$ cat src/sv/bst_pkg.sv
// Shared types and constants for the binary search table.
// Used by the controller, the datapath and the top level; depends on nothing.
`default_nettype none

package bst_pkg;

    localparam int unsigned DATA_W   = 32;
    localparam int unsigned INDEX_W  = 10;
    localparam int unsigned SIZE_W   = 11;
    localparam int unsigned PADDR_W  = 3;

    // Input item kinds carried on s_tuser.
    localparam logic FUNC_LOAD   = 1'b0;
    localparam logic FUNC_SEARCH = 1'b1;

    // Register index decoded from paddr[2].
    localparam logic REG_TABLE_SIZE = 1'b0;

    typedef enum logic [1:0] {
        ST_IDLE,
        ST_PROBE,
        ST_DONE
    } state_t;

    typedef struct packed {
        logic load;
        logic start;
        logic step;
        logic hit_done;
        logic miss_done;
        logic push;
    } cmd_t;

    typedef struct packed {
        logic start_active;
        logic step_active;
        logic hit;
        logic out_free;
    } status_t;

endpackage

`default_nettype wire

$ cat src/sv/bst_ctrl.sv
// Controller state machine: item acceptance, probe loop sequencing, result hand-off.
// Depends on bst_pkg for the state, command and status types.
`default_nettype none

module bst_ctrl (
    input  wire logic             clk,
    input  wire logic             rst_n,
    input  wire logic             in_valid,
    input  wire logic             func,
    input  wire bst_pkg::status_t status,
    output logic                  in_ready,
    output bst_pkg::cmd_t         cmd
);
    import bst_pkg::*;

    state_t state_reg;
    state_t state_next;

    always_ff @(posedge clk or negedge rst_n)
    begin
        if (!rst_n)
        begin
            state_reg <= ST_IDLE;
        end
        else
        begin
            state_reg <= state_next;
        end
    end

    always_comb
    begin
        state_next = state_reg;
        cmd        = '0;
        in_ready   = 1'b0;
        case (state_reg)
            ST_IDLE:
            begin
                in_ready = 1'b1;
                if (in_valid)
                begin
                    if (func == FUNC_SEARCH)
                    begin
                        cmd.start = 1'b1;
                        if (status.start_active)
                        begin
                            state_next = ST_PROBE;
                        end
                        else
                        begin
                            // Empty table: nothing to probe.
                            cmd.miss_done = 1'b1;
                            state_next    = ST_DONE;
                        end
                    end
                    else
                    begin
                        cmd.load = 1'b1;
                    end
                end
            end
            ST_PROBE:
            begin
                if (status.hit)
                begin
                    cmd.hit_done = 1'b1;
                    state_next   = ST_DONE;
                end
                else
                begin
                    cmd.step = 1'b1;
                    if (!status.step_active)
                    begin
                        cmd.miss_done = 1'b1;
                        state_next    = ST_DONE;
                    end
                end
            end
            ST_DONE:
            begin
                if (status.out_free)
                begin
                    cmd.push   = 1'b1;
                    state_next = ST_IDLE;
                end
            end
            default:
            begin
                state_next = ST_IDLE;
            end
        endcase
    end

endmodule

`default_nettype wire

$ cat config.mk
export PLATFORM = sky130hd
export DESIGN_NAME = bst_ctrl
export DESIGN_NICKNAME = d
export VERILOG_FILES = /design/src/sv/bst_pkg.sv /design/src/sv/bst_ctrl.sv
export SDC_FILE = /design/constraint.sdc
export NUM_CORES = 1
export LEC_CHECK = 0
export BUFFER_PORTS_ARGS = -buffer_cell sky130_fd_sc_hd__clkbuf_2
export CORE_AREA = 5 5 42 44
export CTS_BUF_LIST = sky130_fd_sc_hd__clkbuf_4
export DETAILED_ROUTE_END_ITERATION = 10
export DIE_AREA = 0 0 47 49
export SYNTH_ARGS = -nofsm -noshare
export SYNTH_HDL_FRONTEND = slang
export SYNTH_SLANG_ARGS = --single-unit
export TNS_END_PERCENT = 10
$ cat constraint.sdc
create_clock -name clk -period 1.4 [get_ports clk]
set_input_delay 0.35 -clock clk [delete_from_list [all_inputs] [get_ports clk]]
set_output_delay 0.35 -clock clk [all_outputs]
set_load 0.1 [all_outputs]
* After elaboration in Yosys (flattened, before gate mapping)
Index checks and enable logic that the tools add are counted.
** Word-level totals
- RAM bits :: 0
- Register bits after elaboration :: 2
- Input bits :: 8
- Output and inout port bits :: 7
- Memories kept :: 0
- Bits in read-only memories :: 0
- Bits in latches :: 0
- Logic and storage cells :: 32
** Operators by class
- Divide/modulo/power cells :: 0
- Multiply operators :: 0
- Muxes and demuxes :: 23
- Bitwise operators :: 0
- Equality and inequality tests :: 6
- Shift operators :: 0
- Order comparisons :: 0
- Reductions and logical operators :: 2
- $add $sub $neg :: 0
** Operators with widths (count)
- 2-bit two-way mux :: 9
- 1-bit two-way mux :: 12
- 2-bit inequality test, second input constant :: 3
- 2-bit one-hot mux with 3 select lines :: 1
- 4-bit AND reduction :: 1
- 3-bit inequality test, second input constant :: 1
- 2-bit by 1-bit equality test with 1-bit output, second input constant :: 1
- 2-bit equality test, second input constant :: 1
- 2-bit logical NOT :: 1
- 1-bit one-hot mux with 2 select lines :: 1

* Logic depth before layout (Yosys ltp)
- Word-level depth :: 4
- Mapped depth :: 4
- Depth with buffers taken out :: 4

* Worst setup path before layout
Ideal clock, no wire load.
- Kind :: flip-flop to output port
- Start :: register state_reg[1]
- End :: output port cmd[1] (netlist bit)
- Path slack :: -1.661 ns
- Stages on the path, launching flop included :: 4
- Path buffers :: 0
- Data required time :: 1.050 ns
- Arrival :: 2.711 ns
- Cells stage by stage :: dfrtp_1 nor3b_2 inv_1 o22ai_2
** RTL lines
- start: declaration :: line bst_ctrl.sv:16 : state_t state_reg;
- start signal: assignment :: line bst_ctrl.sv:27 : state_reg <= state_next;
- end: declaration :: line bst_ctrl.sv:12 : output bst_pkg::cmd_t cmd

==> reports/results.md <==
Setup path
• beginning of the worst register-to-register path: state_reg[0]$_DFFE_PN0P_
• max incr delay on CP: 0.42 ns
• Data required, critical path: 1.05 ns
• endpoint class of the critical path: output pin
• source of the critical timing path: state_reg[0]$_DFFE_PN0P_
• CP Launch Type: flip-flop
• Crit Path Max Fanout: 4
• arrival time at the worst endpoint: 1.30 ns
• cell chain of the critical path: nor2_4 > buf_4 > nand2_1 > nor2_2 > buf_12
• Slowest-stage cell, CP: sky130_fd_sc_hd__dfrtp_2
• critical setup path kind: reg2out

Yosys
• Synth cell types: 15
• Syn Inst Count: 18
• Cell Area, Synth: 159 sq um
• post-synthesis net count: 26
• #FFs+latches synth: 2
• yosys warns: 0
• proportion of synthesized chip area in sequential cells: 0.315
• Avg Synthesized Cell Area: 8.83 sq um

Outcome
• failing checks: negative setup slack
• result of the run: finished with violations

Run
• number of max-capacitance violations reported: 0

Finish
• number of nets in the layout: 49
• antenna diode instance count: 0
• fraction of the core area covered by cells at the end of the flow: 0.325
• area of all placed cells without fillers: 455 sq um
• Filler cells: 153
• flip-flop count of the largest register, all copies and words added: 2
• fraction of layout cells with a size suffix above 1: 0.795
• layout overhead on the synthesized area: 187%

Clock tree
• number of H-tree levels: 1
• TritonCTS Sinks: 2
• maximum count of clock buffers along a single path: 2
• clock latency reported for the late side of the worst-skew pair: 0.23 ns
• Worst-path clk slew: 0.03 ns
• total setup buffers inserted after CTS: 0
• CTS tree: built
• root cell of the clock tree: sky130_fd_sc_hd__clkbuf_4
• total CTS buffers: 3

Global routing
• initial antenna violation count: 0
• first-pass GRT wire length: 972 um
• via count of the first global-routing pass: 236
• GRT Residual Overflow: 0
• gr usage total: 0.0619
• largest net degree at the start of global routing: 5

Timing
• number of failing setup endpoints in the final timing report: 7
• unrepaired setup endpoints after global routing: yes
• final hold violation count: 0
• Final min period: 1.65 ns
• FMAX: 607 MHz
• ratio of final minimum period to clock period: 1.18
• number of pins exceeding their max-slew limit in the final report: 0
• Clock Skew: 0.00146 ns
• worst-case headroom to the max-slew limit: 0.870
• fin worst setup slack: -0.248 ns
• Worst-Margin Slew: 0.195 ns

Placed design
• global placer's final weighted congestion: 0.627
• quantity of I/O buffers inserted on ports: 14
• HPWL Detailed: 478 um
• placed inst area: 405 sq um

Detailed routing
• starting DRC count in detailed routing: 1
• Post-DRT Antenna Nets: 0
• total via count after detailed routing: 216
• DR WL/cell: 9.85 um
• Avg Vias per Cell: 3.93
• router iterations before antenna repair: 3
• Routed WL: 542 um
• # DRC: 0

Floorplan
• # rows: 14
• Initial Util: 0.113
• vertical die dimension: 49 um
• total die area: 2300 sq um
• number of top-level design ports: 15
• core box area: 1400 sq um
• Die W: 47 um

Pwr
• Static Leak: 0.196 nW
• total power divided by cell area: 1160 nW/um^2
• maximum VDD drop: 0.000363 V

Min path
• class of the most critical hold timing path: in2reg
• hold wc startpoint: status[3]

[cells in the mapped netlist]
cell type                  instances  area [sq um]
sky130_fd_sc_hd__dfrtp_1           2          50.1
sky130_fd_sc_hd__inv_1             2          7.51
sky130_fd_sc_hd__nor3b_1           2          15.0
sky130_fd_sc_hd__a22o_1            1          8.76
sky130_fd_sc_hd__a31oi_1           1          6.26
sky130_fd_sc_hd__and3_2            1          7.51
sky130_fd_sc_hd__inv_2             1          3.75
sky130_fd_sc_hd__nand2_1           1          3.75
sky130_fd_sc_hd__nand2b_1          1          6.26
sky130_fd_sc_hd__nand3_2           1          10.0
sky130_fd_sc_hd__nor2_1            1          3.75
sky130_fd_sc_hd__nor2_2            1          6.26
sky130_fd_sc_hd__nor3b_2           1          12.5
sky130_fd_sc_hd__o21ai_0           1          5.00
sky130_fd_sc_hd__o22ai_2           1          12.5
[layer usage]
| metal | routed length (um) | GRT usage | part of all wire |
|---|---|---|---|
| met1 | 213 | 0.0636 | 0.39 |
| met3 | 62 | 0.0258 | 0.11 |
| met5 | 0 | 0 | 0 |
| met4 | 23 | 0.0553 | 0.042 |
| met2 | 243 | 0.0905 | 0.45 |
[cells by family after synthesis]
| logic type | after synthesis | share of synthesized area |
|---|---|---|
| buffers and inverters | 3 | 0.0709 |
| AO/OA/AOI/OAI | 4 | 0.205 |
| AND/OR/NAND/NOR | 9 | 0.409 |
| flip-flops | 2 | 0.315 |
[through the flow]
| step | hold slack, ns | setup TNS [ns] | instances | power [mW] | worst slack [ns] |
|---|---|---|---|---|---|
| global placement | 0.137 | -0.0225 | 51 | 0.390 | -0.0186 |
| CTS | 0.375 | -1.16 | 55 | 0.535 | -0.268 |
| floorplan | 0.0544 | -3.67 | 18 | 0.267 | -0.930 |
| finish | 0.375 | -1.08 | 55 | 0.529 | -0.248 |
| detailed placement | 0.140 | -0.0496 | 51 | 0.392 | -0.0393 |
| global route | 0.400 | -1.44 | 55 | 0.553 | -0.303 |
[layout by cell type, fill, tap and decap left out]
master                          synthesis  routed
sky130_fd_sc_hd__nand3_4                0       1
sky130_fd_sc_hd__nor2_4                 0       1
sky130_fd_sc_hd__nor3b_1                2       1
sky130_fd_sc_hd__a31oi_1                1       1
sky130_fd_sc_hd__clkbuf_4               0       3
sky130_fd_sc_hd__a22o_1                 1       1
sky130_fd_sc_hd__inv_2                  1       2
sky130_fd_sc_hd__nor3b_4                0       2
sky130_fd_sc_hd__nand2_1                1       1
sky130_fd_sc_hd__inv_1                  2       1
sky130_fd_sc_hd__and3_2                 1       1
sky130_fd_sc_hd__buf_4                  0       2
sky130_fd_sc_hd__dlygate4sd3_1          0       1
sky130_fd_sc_hd__buf_12                 0       7
sky130_fd_sc_hd__nor2_2                 1       1
sky130_fd_sc_hd__clkbuf_2               0       7
sky130_fd_sc_hd__o22ai_4                0       1
sky130_fd_sc_hd__dfrtp_2                0       2
sky130_fd_sc_hd__nand2b_1               1       1
sky130_fd_sc_hd__buf_6                  0       1
sky130_fd_sc_hd__o21ai_0                1       1
[layout make-up]
type	instances	area (sq um)	area share
Timing Repair Buffer	18	211	0.464
Sequential cell	2	52.6	0.115
Multi-Input combinational cell	13	138	0.302
Clock buffer	3	22.5	0.0495
Inverter	3	11.3	0.0247
Tap cell	16	20.0	0.0440
[path summary, 6_finish.rpt]
path | endpoint | slack, ns | cells after the start
hold / removal | state_reg[1]$_DFFE_PN0P_ | 0.37 | 2
setup reg to reg | state_reg[0]$_DFFE_PN0P_ | 0.39 | 3
min in group asynchronous | state_reg[1]$_DFFE_PN0P_ | 0.45 | 2
max in group asynchronous | state_reg[0]$_DFFE_PN0P_ | 0.84 | 2
hold reg to reg | state_reg[1]$_DFFE_PN0P_ | 0.59 | 2
setup / recovery | cmd[5] | -0.25 | 5
[worst max-delay path, delay by kind of cell (launching register included)]
kind | cells | cell delay [ns]
buffers and inverters | 2 | 0.33
and+or+nand+nor | 3 | 0.32
DFF | 1 | 0.42
[timing repair]
| item | in CTS | in global routing |
|---|---|---|
| endpoints found under the setup margin | 7 | 7 |
| pin swaps | 3 | 0 |
| resized for setup | 3 | 0 |
| hold buffers | 1 | 0 |
| endpoints found under the hold margin | 2 | 0 |
[where the power goes]
part / total (mW) / internal, mW / switching, mW
clock network: 0.128 / 0.0945 / 0.0334
logic: 0.321 / 0.121 / 0.200
registers: 0.0797 / 0.0668 / 0.0129
total: 0.529 / 0.283 / 0.246
Power figures use the tool's default switching activity.
